## src/dtc_pkg.sv

```systemverilog
`timescale 1ns / 1ps
// ----------------------------------------------------------------------------
// dtc_pkg: shared definitions of the transitive closure unit
// Node count, derived widths, command codes and the cell control bundle.
// ----------------------------------------------------------------------------
package dtc_pkg;

    localparam int NODES  = 8;
    localparam int IDX_W  = (NODES > 1) ? $clog2(NODES) : 1;
    localparam int NODE_W = 3;
    localparam int CODE_W = 6;

    localparam logic [1:0] CMD_ADD   = 2'd0;
    localparam logic [1:0] CMD_CLOSE = 2'd1;
    localparam logic [1:0] CMD_CLEAR = 2'd2;

    typedef struct packed {
        logic             clear;
        logic             update;
        logic             shift;
        logic [IDX_W-1:0] pivot_idx;
    } t_cell_ctl;

endpackage

```

## src/dtc_cell.sv

```systemverilog
`timescale 1ns / 1ps
// ----------------------------------------------------------------------------
// dtc_cell: one row of the adjacency matrix
// Holds one row, merges the broadcast pivot row into it when the row reaches
// the pivot node, and hands its row to the previous cell when the ring turns.
// ----------------------------------------------------------------------------
module dtc_cell (
    input  logic                      i_clk,
    input  logic                      i_rst_n,
    input  dtc_pkg::t_cell_ctl        i_ctl,
    input  logic [dtc_pkg::NODES-1:0] i_pivot_row,
    input  logic [dtc_pkg::NODES-1:0] i_next_row,
    input  logic [dtc_pkg::NODES-1:0] i_set_bits,
    output logic [dtc_pkg::NODES-1:0] o_row,
    output logic [dtc_pkg::NODES-1:0] o_pass_row
);

    logic [dtc_pkg::NODES-1:0] r_row;
    logic [dtc_pkg::NODES-1:0] n_row;
    logic [dtc_pkg::NODES-1:0] w_merged;

    assign w_merged   = r_row[i_ctl.pivot_idx] ? (r_row | i_pivot_row) : r_row;
    assign o_pass_row = i_ctl.update ? w_merged : r_row;
    assign o_row      = r_row;

    always_comb begin
        if (i_ctl.clear) begin
            n_row = '0;
        end else if (i_ctl.shift) begin
            n_row = i_next_row;
        end else begin
            n_row = r_row | i_set_bits;
        end
    end

    always_ff @(posedge i_clk) begin
        if (!i_rst_n) begin
            r_row <= '0;
        end else begin
            r_row <= n_row;
        end
    end

endmodule

```

## src/dag_transitive_closure_unit.sv

```systemverilog
`timescale 1ns / 1ps
// Add and clear items are accepted back to back.
// A close item runs NODES closure passes around the ring of cells, then emits
// the closed edges row by row, holding the input stalled until the run ends.
// Synchronous active-low reset empties the matrix and drops any pending edge.
// ----------------------------------------------------------------------------
// dag_transitive_closure_unit: transitive closure of a small directed graph
// Rows of the adjacency matrix sit in a ring of cells that turns once per
// closure pass and once per row during emission of the closed edges.
// ----------------------------------------------------------------------------
module dag_transitive_closure_unit (
    input  logic                       i_clk,
    input  logic                       i_rst_n,
    input  logic                       i_in_valid,
    output logic                       o_in_stall,
    input  logic [1:0]                 i_command,
    input  logic [dtc_pkg::NODE_W-1:0] i_source_node,
    input  logic [dtc_pkg::NODE_W-1:0] i_target_node,
    output logic                       o_out_valid,
    input  logic                       i_out_stall,
    output logic [dtc_pkg::CODE_W-1:0] o_edge_code,
    output logic                       o_last_edge
);

    localparam int N  = dtc_pkg::NODES;
    localparam int IW = dtc_pkg::IDX_W;

    typedef enum logic [2:0] {
        S_IDLE  = 3'b001,
        S_CLOSE = 3'b010,
        S_EMIT  = 3'b100
    } t_state;

    t_state r_state, n_state;
    logic [IW-1:0] r_pass, n_pass;
    logic [IW-1:0] r_row_cnt, n_row_cnt;
    logic [N-1:0]  r_mask, n_mask;
    logic          r_out_valid;
    logic [dtc_pkg::CODE_W-1:0] r_edge_code;
    logic          r_last_edge;

    dtc_pkg::t_cell_ctl w_ctl;
    logic [N-1:0] w_rows [N];
    logic [N-1:0] w_pass [N];
    logic [N-1:0] w_set  [N];

    logic         w_accept;
    logic         w_add_ok;
    logic [N-1:0] w_remaining;
    logic [N-1:0] w_lowbit;
    logic [N-1:0] w_rest;
    logic [IW-1:0] w_low_idx;
    logic         w_has_rem;
    logic         w_tail_any;
    logic         w_out_free;
    logic         w_emit;
    logic         w_advance;
    logic [dtc_pkg::CODE_W-1:0] w_code;

    assign w_accept   = i_in_valid && !o_in_stall;
    assign w_add_ok   = ({1'b0, i_source_node} < (dtc_pkg::NODE_W + 1)'(N)) &&
                        ({1'b0, i_target_node} < (dtc_pkg::NODE_W + 1)'(N));
    assign w_out_free = !r_out_valid || !i_out_stall;

    assign w_remaining = w_rows[0] & ~r_mask;
    assign w_lowbit    = w_remaining & (~w_remaining + N'(1));
    assign w_rest      = w_remaining & ~w_lowbit;
    assign w_has_rem   = |w_remaining;
    assign w_emit      = (r_state == S_EMIT) && w_has_rem && w_out_free;
    assign w_advance   = (r_state == S_EMIT) && (!w_has_rem || (w_emit && !(|w_rest)));

    always_comb begin
        w_low_idx = '0;
        for (int b = N - 1; b >= 0; b--) begin
            if (w_remaining[b]) begin
                w_low_idx = IW'(b);
            end
        end
    end

    always_comb begin
        w_tail_any = 1'b0;
        for (int j = 1; j < N; j++) begin
            if ((IW + 1)'(j) + {1'b0, r_row_cnt} < (IW + 1)'(N)) begin
                w_tail_any = w_tail_any | (|w_rows[j]);
            end
        end
    end

    assign w_code = dtc_pkg::CODE_W'(r_row_cnt) * dtc_pkg::CODE_W'(N)
                  + dtc_pkg::CODE_W'(w_low_idx);

    always_comb begin
        w_ctl.clear     = w_accept && (i_command == dtc_pkg::CMD_CLEAR);
        w_ctl.update    = (r_state == S_CLOSE);
        w_ctl.shift     = (r_state == S_CLOSE) || w_advance;
        w_ctl.pivot_idx = r_pass;
    end

    always_comb begin
        for (int j = 0; j < N; j++) begin
            w_set[j] = '0;
            if (w_accept && (i_command == dtc_pkg::CMD_ADD) && w_add_ok &&
                (i_source_node == dtc_pkg::NODE_W'(j))) begin
                w_set[j] = N'(1) << i_target_node;
            end
        end
    end

    for (genvar g = 0; g < N; g++) begin : g_cell
        dtc_cell u_cell (
            .i_clk       (i_clk),
            .i_rst_n     (i_rst_n),
            .i_ctl       (w_ctl),
            .i_pivot_row (w_rows[0]),
            .i_next_row  (w_pass[(g + 1) % N]),
            .i_set_bits  (w_set[g]),
            .o_row       (w_rows[g]),
            .o_pass_row  (w_pass[g])
        );
    end

    always_comb begin
        n_state   = r_state;
        n_pass    = r_pass;
        n_row_cnt = r_row_cnt;
        n_mask    = r_mask;
        unique case (r_state)
            S_IDLE: begin
                if (w_accept && (i_command == dtc_pkg::CMD_CLOSE)) begin
                    n_state = S_CLOSE;
                    n_pass  = '0;
                end
            end
            S_CLOSE: begin
                n_pass = r_pass + IW'(1);
                if (r_pass == IW'(N - 1)) begin
                    n_state   = S_EMIT;
                    n_row_cnt = '0;
                    n_mask    = '0;
                end
            end
            S_EMIT: begin
                if (w_advance) begin
                    n_mask    = '0;
                    n_row_cnt = r_row_cnt + IW'(1);
                    if (r_row_cnt == IW'(N - 1)) begin
                        n_state = S_IDLE;
                    end
                end else if (w_emit) begin
                    n_mask = r_mask | w_lowbit;
                end
            end
            default: begin
                n_state = S_IDLE;
            end
        endcase
    end

    always_ff @(posedge i_clk) begin
        if (!i_rst_n) begin
            r_state     <= S_IDLE;
            r_pass      <= '0;
            r_row_cnt   <= '0;
            r_mask      <= '0;
            r_out_valid <= 1'b0;
        end else begin
            r_state   <= n_state;
            r_pass    <= n_pass;
            r_row_cnt <= n_row_cnt;
            r_mask    <= n_mask;
            if (w_emit) begin
                r_out_valid <= 1'b1;
            end else if (!i_out_stall) begin
                r_out_valid <= 1'b0;
            end
        end
    end

    always_ff @(posedge i_clk) begin
        if (w_emit) begin
            r_edge_code <= w_code;
            r_last_edge <= !(|w_rest) && !w_tail_any;
        end
    end

    assign o_in_stall  = (r_state != S_IDLE);
    assign o_out_valid = r_out_valid;
    assign o_edge_code = r_edge_code;
    assign o_last_edge = r_last_edge;

endmodule

```

## config.mk

```make
export PLATFORM = sky130hd
export DESIGN_NAME = dag_transitive_closure_unit
export DESIGN_NICKNAME = d
export VERILOG_FILES = /design/src/dtc_pkg.sv /design/src/dtc_cell.sv /design/src/dag_transitive_closure_unit.sv
export SDC_FILE = /design/constraint.sdc
export NUM_CORES = 1
export LEC_CHECK = 0
export BUFFER_PORTS_ARGS = -buffer_cell sky130_fd_sc_hd__buf_2
export CAP_MARGIN = 20
export CORE_MARGIN = 3
export CORE_UTILIZATION = 57
export DETAILED_ROUTE_END_ITERATION = 8
export PLACE_DENSITY = 0.77
export SETUP_SLACK_MARGIN = 0.1
export SYNTH_ARGS = -nofsm -noshare
export SYNTH_HDL_FRONTEND = slang
export SYNTH_SLANG_ARGS = --single-unit
export TNS_END_PERCENT = 30
```

## constraint.sdc

```tcl
create_clock -name i_clk -period 2.7 [get_ports i_clk]
set_clock_uncertainty 0.2 [all_clocks]
set_input_delay 0.54 -clock i_clk [delete_from_list [all_inputs] [get_ports i_clk]]
set_output_delay 0.54 -clock i_clk [all_outputs]
set_load 0.02 [all_outputs]
```

==> results.sh, run 1 <==
export IMPL_place_ws_ns=0.03845
export IMPL_worstSetupPathType="reg -> reg"
export IMPL_p_leak_nw=2.088
export IMPL_fin_crit_ns=2.516
export IMPL_worstPathCellList="nor2b_4 -> nor4_4 -> a31oi_1 -> or4b_4 -> buf_4 -> a211oi_1 -> a211oi_2"
export IMPL_max_slew_margin_pct=50.13
export IMPL_synth_cell_types=48
export IMPL_async_flop_share_pct=0
export IMPL_vias=5316
export IMPL_num_io_pins=21
export IMPL_finalCritPeriodShare_pct=93.17
export IMPL_h_tree_depth=3
export IMPL_worstPathMaxFanout=31
export IMPL_synth_nets=593
export IMPL_grt_antenna_before_repair=0
export IMPL_grt_pass1_wl_mm=27.30
export IMPL_hold_viol_final=0
export IMPL_power_mw=2.584
export IMPL_fin_setup_tns_ns=0
export IMPL_ant_nets=0
export IMPL_powerDensity_nw_per_um2=409.0
export IMPL_die_h_um=105.2
export IMPL_slew_violations=0
export IMPL_synth_ff_type="dfxtp_1"
export IMPL_grt_max_degree=65
export IMPL_clock_fmax_ghz=0.3975
export IMPL_finalNonFillerCells=730
export IMPL_hpwl_mm=10.86
export IMPL_avgSynthCellArea_um2=9.726
export IMPL_die_area_um2=11070
export IMPL_cts_tree="built"
export IMPL_drive_gt1_share_pct=39.60
export IMPL_cpPeakStageDelay_ns=0.60
export IMPL_fin_ws_ns=0.1843
export IMPL_grt_use_total_pct=30.75
export IMPL_rsz0062_at_grt="true"
export IMPL_wl_per_cell_um=23.03
export IMPL_hold_ws_ns=0.2984
export IMPL_outcome="finished clean"
export IMPL_drtIter0Drc=705
export IMPL_nFillCells=715
export IMPL_ir_worst_vdd_v=0.0002335
export IMPL_cap_viol_max_count=0
export IMPL_portBuffers=20
export IMPL_ys_seq_elements=89
export IMPL_synth_edf_count=7
export IMPL_max_clock_path_buffers=2
export IMPL_hp_class="in -> reg"
export IMPL_numCtsBuffers=9
export IMPL_yosys_warnings=0
export IMPL_diodes=0
export IMPL_setup_viol=0
export IMPL_clkLatencyLatePin_ns=0.39
export IMPL_row_count=35
export IMPL_cp_slowest_cell="or4b_4"
export IMPL_finalWirelength_mm=16.81
export IMPL_syn_cell_area_um2=5612
export IMPL_dieWidth_um=105.2
export IMPL_drc=0
export IMPL_start_util_pct=59.60
export IMPL_synth_seq_area_share_pct=33.00
export IMPL_worstPathRequired_ns=2.77
export IMPL_gp_congestion=0.8946
export IMPL_utilization_pct=67.10
export IMPL_dpl_cell_count=714
export IMPL_nets=612
export IMPL_syn_inst=577
export IMPL_grt_pass1_vias=5155
export IMPL_final_seq_area_um2=1853
export IMPL_cp_arrival_ns=2.58
export IMPL_fin_area_um2=6317
export IMPL_root_buffer="clkbuf_8"
export IMPL_vias_per_cell=7.282
export IMPL_path_clk_slew_ns=0.09
export IMPL_multiInputGateArea_um2=3520
export IMPL_critPathTopFamily="simple AND/OR/NAND/NOR gates"
export IMPL_gr_total_overflow=0
export IMPL_core_area_um2=9415
export IMPL_critPathLaunchType="flip-flop"
export IMPL_end_kind="flip-flop"
export IMPL_worstMarginPinSlew_ns=0.7481
export IMPL_cts_sinks=89
export IMPL_syn_to_final_growth_pct=12.58
export IMPL_worst_path_buf_inv=1
export IMPL_postPlaceCellArea_um2=6061
export IMPL_drt_pass1_iter_count=5
routing by layer:
metal	vias to the layer above	wire, um	track usage (%)
met2	320	7858	49.64
met3	89	1504	6.920
met4	0	889	16.03
met5	-	0	0
met1	2535	6561	38.37
li1	2372	-	-
worst register-to-register path, cell delays in order, from the launching register on:
cell and delay (ns):
dfxtp_1 0.32, nor2b_4 0.15, nor4_4 0.30, a31oi_1 0.15, or4b_4 0.60, buf_4 0.28, a211oi_1 0.33, a211oi_2 0.08
what timing repair did:
action / CTS / global route
hold buffers: 0 / 0
setup buffers: 0 / 0
resized for setup: 6 / 6
endpoints found under the setup margin: 72 / 18
synthesized netlist by cell type (2+ instances only):
cell	number	area (um^2)
inv_1	2	7.510
a211oi_2	60	750.7
a41oi_1	3	26.28
nor4_1	15	93.84
nand2_1	15	56.30
a31oi_1	5	31.28
dfxtp_1	82	1642
clkbuf_1	47	176.4
o2bb2ai_1	3	26.28
buf_6	10	112.6
nor2_1	18	67.56
a31o_2	56	490.5
mux4_2	14	315.3
mux2_1	7	78.83
nand2b_1	8	50.05
nor2b_4	2	27.53
edfxtp_1	7	210.2
buf_1	2	7.510
a311oi_1	2	17.52
nand3_1	2	10.01
nor2b_1	10	62.56
buf_2	4	20.02
ha_1	4	50.05
a211oi_1	69	518.0
a22oi_1	3	22.52
nor3_1	8	40.04
nor3b_1	12	90.09
and2_1	2	12.51
a21oi_1	79	395.4
o21ai_0	8	40.04
area by class of cell:
type / instances / area share [%]
Timing Repair Buffer: 71 / 9.091
Sequential cell: 89 / 29.33
Clock buffer: 9 / 1.961
Tap cell: 129 / 2.555
Clock inverter: 7 / 1.228
Multi-Input combinational cell: 423 / 55.71
Inverter: 2 / 0.1188
placed cells by master, fill, tap and decap left out, types with 2 or more instances in the layout:
master,Yosys,final
a211oi_1,69,62
a211oi_2,60,67
a21oi_1,79,78
a22oi_1,3,3
a311oi_1,2,2
a31o_2,56,56
a31oi_1,5,5
a41oi_1,3,3
and2_1,2,2
buf_12,0,7
buf_2,4,20
buf_4,0,43
clkbuf_8,0,9
clkinv_4,0,2
dfxtp_1,82,81
edfxtp_1,7,7
ha_1,4,4
inv_1,2,2
inv_6,0,2
mux2_1,7,7
mux4_2,14,14
nand2_1,15,15
nand2b_1,8,8
nand3_1,2,2
nor2_1,18,17
nor2b_1,10,10
nor2b_4,2,2
nor3_1,8,7
nor3b_1,12,11
nor4_1,15,15
o21ai_0,8,8
o2bb2ai_1,3,3
where the power goes:
| part | internal, mW | leakage, nW | switching, mW | total (mW) |
|---|---|---|---|---|
| clock | 0.436 | 0.100 | 0.535 | 0.971 |
| sequential | 1.34 | 0.728 | 0.0127 | 1.35 |
| combinational | 0.0938 | 1.26 | 0.166 | 0.260 |
kinds of logic after synthesis:
group	count (synthesis)	synth area share (%)
AO/OA/AOI/OAI	296	42.54
XOR/XNOR	1	0.1561
multiplexers	21	7.023
adder cells (fa/ha/maj)	4	0.8919
buffers and inverters	65	5.775
AND/OR/NAND/NOR	101	10.61
flip-flops	89	33.00
state kept, by name, summed over array words and instances (netlist names):
signal / cells
r_row_cnt: 3
o_out_valid: 1
o_edge_code: 6
r_state: 3
r_mask: 8
o_last_edge: 1
r_pass: 3
g_cell.u_cell.o_row: 64
worst paths after layout:
check / startpoint / endpoint / slack (ns) / cells past startpoint
worst max-delay path: g_cell[0].u_cell.o_row[1]$_SDFF_PP0_ / g_cell[2].u_cell.o_row[1]$_SDFF_PP0_ / 0.18 / 7
worst min-delay path: i_out_stall / o_out_valid$_SDFFE_PN0P_ / 0.30 / 3
worst max register to register: g_cell[0].u_cell.o_row[1]$_SDFF_PP0_ / g_cell[2].u_cell.o_row[1]$_SDFF_PP0_ / 0.18 / 7
worst min register to register: r_mask[1]$_SDFFE_PN0P_ / r_mask[1]$_SDFFE_PN0P_ / 0.34 / 2
Power figures use the tool's default switching activity.
==> run 2: changes to the inputs <==
- ABC_AREA: default -> 1
==> run 2 against run 1 <==
  * Total power increased by 0.98%
  * Non-clock buffer count decreased by 36
  * Setup slack better by 0.10 ns
  * Clock power rose by 9%
  * Global-route usage shrank 0.52 points
  * Fmax is 4.2% higher
  * Sequential power barely moved
  * Count of clock-buffer cells in the layout stayed put
  * Via count grew 18%
  * First-iteration DRC count increased by 9.8%
  * Sequential share of layout area decreased by 0.29 points
  * Die area increased by 5.8%
  * Critical endpoint is now g_cell[2].u_cell.o_row[5]$_SDFF_PP0_
  * Largest cell class unchanged
==> results.sh, run 2 <==
export IMPL_vias_per_cell=6.016
export IMPL_cts_resized=0
export IMPL_cts_sinks=89
export IMPL_final_cell_mix="inv_1 (156), o21ai_0 (141), nand2_1 (114)"
export IMPL_fin_crit_ns=2.415
export IMPL_async_flop_share_pct=0
export IMPL_ys_top_cells_by_area="dfxtp_1 (28%), o21ai_0 (12%), inv_1 (9.8%), a21oi_1 (9.4%), nand3_2 (9.1%)"
export IMPL_dieWidth_um=108.2
export IMPL_finalCritPeriodShare_pct=89.44
export IMPL_crit_top_cell="nand2_4"
export IMPL_final_seq_area_um2=1852
export IMPL_start_util_pct=59.82
export IMPL_numCtsBuffers=9
export IMPL_end_kind="flip-flop"
export IMPL_h_tree_depth=3
export IMPL_die_area_um2=11710
export IMPL_gp_congestion=0.9478
export IMPL_seqPwrFrac_pct=51.6
export IMPL_max_slew_margin_pct=53.49
export IMPL_critPathTopFamily="simple AND/OR/NAND/NOR gates"
export IMPL_diodes=0
export IMPL_nets=923
export IMPL_yosys_warnings=0
export IMPL_synth_cell_types=33
export IMPL_ctsHoldBuffers=0
export IMPL_worstMarginPinSlew_ns=0.6977
export IMPL_syn_inst=906
export IMPL_post_cts_buffers=0
export IMPL_wl_per_cell_um=16.41
export IMPL_hp_class="in -> reg"
export IMPL_num_io_pins=21
export IMPL_root_buffer="clkbuf_8"
export IMPL_synth_edf_count=7
export IMPL_syn_to_final_growth_pct=7.081
export IMPL_p_leak_nw=3.096
export IMPL_internal_power_mw=1.930
export IMPL_cts_tree="built"
export IMPL_portBuffers=20
export IMPL_synth_nets=922
export IMPL_drc=0
export IMPL_slew_violations=0
export IMPL_ant_nets=0
export IMPL_grt_max_degree=135
export IMPL_worstPathRequired_ns=2.77
export IMPL_clock_fmax_ghz=0.4141
export IMPL_outcome="finished clean"
export IMPL_core_area_um2=9955
export IMPL_worst_path_buf_inv=1
export IMPL_synth_seq_area_share_pct=31.10
export IMPL_cp_slowest_cell="dfxtp_1"
export IMPL_p_sw_share_pct=26.01
export IMPL_finalWirelength_mm=17.15
export IMPL_synth_ff_type="dfxtp_1"
export IMPL_powerDensity_nw_per_um2=409.2
export IMPL_grt_use_total_pct=30.24
export IMPL_fin_setup_tns_ns=0
export IMPL_rsz0062_at_grt="false"
export IMPL_largest_reg_flops=64
export IMPL_avgSynthCellArea_um2=6.572
export IMPL_die_h_um=108.2
export IMPL_gr_total_overflow=0
export IMPL_worstSetupPathType="reg -> reg"
export IMPL_final_common_cell="inv_1"
export IMPL_syn_cell_area_um2=5954
export IMPL_p_clk_share_pct=40.6
export IMPL_worstPathCellList="nand2_1 -> nand2_4 -> nor2_8 -> nand2_4 -> nand2_2 -> nor2_4 -> nand3_2 -> nand2_1 -> nand2_4 -> buf_4 -> a21oi_1 -> nor2_1"
export IMPL_p_switching_uw=678.7
export IMPL_cpPeakStageDelay_ns=0.44
export IMPL_synth_top_area_share_pct=27.57
export IMPL_pwr_share_comb_pct=7.8
export IMPL_critPathLaunchType="flip-flop"
export IMPL_hpwl_mm=11.62
export IMPL_drtIter0Drc=774
export IMPL_cp_arrival_ns=2.49
export IMPL_ys_seq_elements=89
export IMPL_worstPathMaxFanout=19
export IMPL_multiInputGateArea_um2=3253
export IMPL_drt_pass1_iter_count=8
export IMPL_ys_top_cells_by_count="inv_1 (156), o21ai_0 (141), nand2_1 (115)"
export IMPL_cap_viol_max_count=0
export IMPL_clkLatencyLatePin_ns=0.39
export IMPL_row_count=36
export IMPL_drive_gt1_share_pct=13.27
export IMPL_yosys_area_top_type="dfxtp_1"
export IMPL_vias=6287
export IMPL_synth_most_common_cell="inv_1"
export IMPL_hold_viol_final=0
export IMPL_grt_antenna_before_repair=0
export IMPL_grt_pass1_wl_mm=27.84
export IMPL_path_clk_slew_ns=0.10
export IMPL_grt_pass1_vias=5669
export IMPL_max_clock_path_buffers=2
export IMPL_reg2reg_setup_slack_ns=0.29
export IMPL_ir_worst_vdd_v=0.0002493
export IMPL_power_mw=2.609
export IMPL_setup_viol=0
export IMPL_nFillCells=928
==> run 2: cell types whose count changed in the layout (fill, tap and decap cells not counted), moves of 47 or more <==
cell and change:
a211oi_1 -61, nand2_1 +99, nand3_1 +47, o21ai_0 +133
a211oi_2 -67, a31o_2 -56, nand3_2 +54, inv_1 +154
nor2_1 +60
==> run 2: cells by family after synthesis <==
family / Yosys count / synth area share, %
simple gates: 333 / 29.94
compound gates: 274 / 23.53
buf+inv: 206 / 14.58
flops: 89 / 31.10
fa+ha+maj: 4 / 0.8405
==> run 2: final cells by class <==
| cell class | instances | area share (%) |
|---|---|---|
| Clock buffer | 9 | 1.943 |
| Timing Repair Buffer | 35 | 4.317 |
| Multi-Input combinational cell | 611 | 51.02 |
| Tap cell | 133 | 2.610 |
| Sequential cell | 89 | 29.04 |
| Clock inverter | 7 | 1.550 |
| Inverter | 161 | 9.517 |
==> run 2: worst paths after layout <==
check / from / to / cells past startpoint
setup / recovery: g_cell[0].u_cell.o_row[3]$_SDFF_PP0_ / g_cell[2].u_cell.o_row[5]$_SDFF_PP0_ / 12
setup reg to reg: g_cell[0].u_cell.o_row[3]$_SDFF_PP0_ / g_cell[2].u_cell.o_row[5]$_SDFF_PP0_ / 12
hold / removal: i_rst_n / r_state[0]$_SDFFE_PN1P_ / 2
hold reg to reg: r_mask[5]$_SDFFE_PN0P_ / r_mask[5]$_SDFFE_PN0P_ / 2
==> run 2: metal layers <==
metal,wire (um),part of all wire (%),track usage (%),vias up
li1,-,-,-,2983
met1,6961,41,41.06,2878
met2,7517,44,45.78,361
met3,2023,12,5.851,65
met4,646,3.8,15.33,0
met5,0,0,0,-
==> run 2: power groups by stage <==
stage	Sequential [mW]	Clock [mW]	Combinational [mW]
after floorplan	1.38	0	0.131
after global placement	1.38	0	0.192
after global routing	1.35	1.13	0.225
after detailed placement	1.38	0	0.197
final	1.35	1.06	0.203
after CTS	1.35	1.07	0.198
==> run 2: through the flow <==
stage                     worst slack (ns)  utilization, %  hold WS (ns)  instance area (um^2)  cells
after floorplan                     0.7369               -        0.2311                  5954    906
after global placement              0.3816           61.82        0.2449                  6153   1029
after detailed placement            0.3240           61.82        0.2525                  6153   1029
after CTS                           0.3087           64.05        0.1881                  6376   1045
after global routing                0.1123           64.05        0.2032                  6376   1045
final                               0.2852           64.05        0.1882                  6376   1045
==> run 3: changes to the inputs <==
--- a/config.mk
+++ b/config.mk
@@ -17,3 +17,3 @@
 export SYNTH_HDL_FRONTEND = slang
 export SYNTH_SLANG_ARGS = --single-unit
-export TNS_END_PERCENT = 30
+export TNS_END_PERCENT = 10
==> constraint.sdc (replaced) <==
create_clock -name i_clk -period 2.7 [get_ports i_clk]
set_clock_uncertainty 0.2 [all_clocks]
set_input_delay 0.135 -clock i_clk [delete_from_list [all_inputs] [get_ports i_clk]]
set_output_delay 0.135 -clock i_clk [all_outputs]
set_load 0.02 [all_outputs]
==> run 3 against run 2 <==
  * Flip-flop and latch count did not move
  * Utilization rose by 0.55 points
  * Sequential power barely moved
  * Largest power group unchanged
  * Highest routed layer unchanged
  * Register-to-register slack got worse by 0.02 ns
  * Die area did not move
==> results.sh, run 3 (same netlist as run 2, synthesis figures left out) <==
export IMPL_drc=0
export IMPL_nets=929
export IMPL_grt_pass1_vias=5744
export IMPL_p_clk_share_pct=39.9
export IMPL_cpPeakStageDelay_ns=0.54
export IMPL_root_buffer="clkbuf_8"
export IMPL_powerDensity_nw_per_um2=403.1
export IMPL_vias_per_cell=5.889
export IMPL_fin_area_um2=6431
export IMPL_wl_per_cell_um=16.57
export IMPL_h_tree_depth=3
export IMPL_clkLatencyLatePin_ns=0.39
export IMPL_hp_class="in -> reg"
export IMPL_cts_resized=0
export IMPL_critPathTopFamily="simple AND/OR/NAND/NOR gates"
export IMPL_p_sw_share_pct=25.55
export IMPL_p_leak_nw=3.108
export IMPL_cap_viol_max_count=0
export IMPL_ir_worst_vdd_v=0.0003493
export IMPL_syn_to_final_growth_pct=8.006
export IMPL_cts_sinks=89
export IMPL_fin_ws_ns=0.2641
export IMPL_row_count=36
export IMPL_fin_crit_ns=2.436
export IMPL_portBuffers=20
export IMPL_internal_power_mw=1.930
export IMPL_final_common_cell="inv_1"
export IMPL_die_h_um=108.2
export IMPL_drt_pass1_iter_count=6
export IMPL_start_util_pct=59.82
export IMPL_cp_arrival_ns=2.56
export IMPL_core_area_um2=9955
export IMPL_worst_path_buf_inv=1
export IMPL_met3_wirelength_mm=2.132
export IMPL_grt_max_degree=135
export IMPL_worstPathRequired_ns=2.83
export IMPL_clock_fmax_ghz=0.4105
export IMPL_utilization_pct=64.61
export IMPL_grt_use_total_pct=30.11
export IMPL_vias=6189
export IMPL_gr_total_overflow=0
export IMPL_die_area_um2=11710
export IMPL_grt_pass1_wl_mm=27.86
export IMPL_rsz0062_at_grt="true"
export IMPL_largest_reg_flops=64
export IMPL_outcome="finished clean"
export IMPL_grt_antenna_before_repair=0
export IMPL_seqPwrFrac_pct=52.0
export IMPL_fin_setup_tns_ns=0
export IMPL_worstSetupPathType="reg -> reg"
export IMPL_worstMarginPinSlew_ns=0.6791
export IMPL_numCtsBuffers=9
export IMPL_drtIter0Drc=864
export IMPL_final_cell_mix="inv_1 (156), o21ai_0 (141), nand2_1 (114)"
export IMPL_worstPathMaxFanout=8
export IMPL_cts_tree="built"
export IMPL_cp_slowest_cell="dlygate4sd3_1"
export IMPL_max_clock_path_buffers=2
export IMPL_pwr_share_comb_pct=8.1
export IMPL_num_io_pins=21
export IMPL_diodes=0
export IMPL_hold_viol_final=0
export IMPL_drive_gt1_share_pct=13.18
export IMPL_max_slew_margin_pct=54.72
export IMPL_hpwl_mm=11.78
export IMPL_wl_met1_mm=6.940
export IMPL_critPathLaunchType="flip-flop"
export IMPL_postPlaceCellArea_um2=6153
export IMPL_finalWirelength_mm=17.42
export IMPL_end_kind="flip-flop"
export IMPL_ant_nets=0
export IMPL_worstPathCellList="nand2_1 -> nand2_1 -> nor2_1 -> nand2_4 -> nand2_2 -> nor2_4 -> nand3_2 -> nand2_1 -> nand4_1 -> nand3_1 -> dlygate4sd3_1"
export IMPL_wl_met2_mm=7.879
export IMPL_gp_congestion=0.9453
export IMPL_place_ws_ns=0.4098
export IMPL_power_mw=2.593
export IMPL_p_switching_uw=662.3
export IMPL_path_clk_slew_ns=0.09
export IMPL_slew_violations=0
export IMPL_crit_top_cell="nand2_1"
export IMPL_finalCritPeriodShare_pct=90.22
export IMPL_dieWidth_um=108.2
export IMPL_top_layer="met4"
export IMPL_setup_viol=0
-- run 3: worst min-delay path: cells and delay by family --
kind / cells / cell delay [ns]
simple gates: 2 / 0.23
buf+inv: 2 / 0.15
compound gates: 1 / 0.12
-- run 3: stage by stage --
| step | hold slack, ns | std cells |
|---|---|---|
| global route | 0.1426 | 1051 |
| finish | 0.08733 | 1051 |
| floorplan | 0.01949 | 906 |
| global placement | 0.1721 | 1029 |
| CTS | 0.08846 | 1050 |
| detailed placement | 0.1780 | 1029 |
-- run 3: worst paths after layout --
check	startpoint	cells after the start	end	slack, ns
setup / recovery	g_cell[0].u_cell.o_row[4]$_SDFF_PP0_	11	r_state[0]$_SDFFE_PN1P_	0.26
hold / removal	i_command[1]	5	r_pass[2]$_SDFFE_PN0P_	0.09
setup reg to reg	g_cell[0].u_cell.o_row[4]$_SDFF_PP0_	11	r_state[0]$_SDFFE_PN1P_	0.26
hold reg to reg	r_mask[4]$_SDFFE_PN0P_	2	r_mask[4]$_SDFFE_PN0P_	0.27
-- run 3: metal layers --
metal | GRT usage [%] | vias up
li1 | - | 3003
met1 | 39.25 | 2778
met2 | 48.00 | 357
met3 | 7.642 | 51
met4 | 11.63 | 0
met5 | 0 | -
-- run 3: layout make-up --
class                   count  area [um^2]
well taps                 133        166.4
flip-flops and latches     89         1852
clock inverters             6        92.59
clock buffers              10        127.6
multi-input cells         611         3253
inverters                 161        606.8
repair buffers             41        332.8
fillers                   870         3523
-- run 3: repair_timing --
item,4_1_cts,5_1_grt
setup endpoints to repair,0,2
hold endpoints to repair,10,0
hold buffers,5,0
buffers inserted,0,1
-- run 3: power by group through the flow --
stage | clock (mW) | sequential [mW] | combinational [mW]
after floorplan | 0 | 1.38 | 0.131
after global placement | 0 | 1.38 | 0.194
after detailed placement | 0 | 1.38 | 0.198
after CTS | 1.06 | 1.35 | 0.204
after global routing | 1.10 | 1.35 | 0.229
final | 1.04 | 1.35 | 0.210
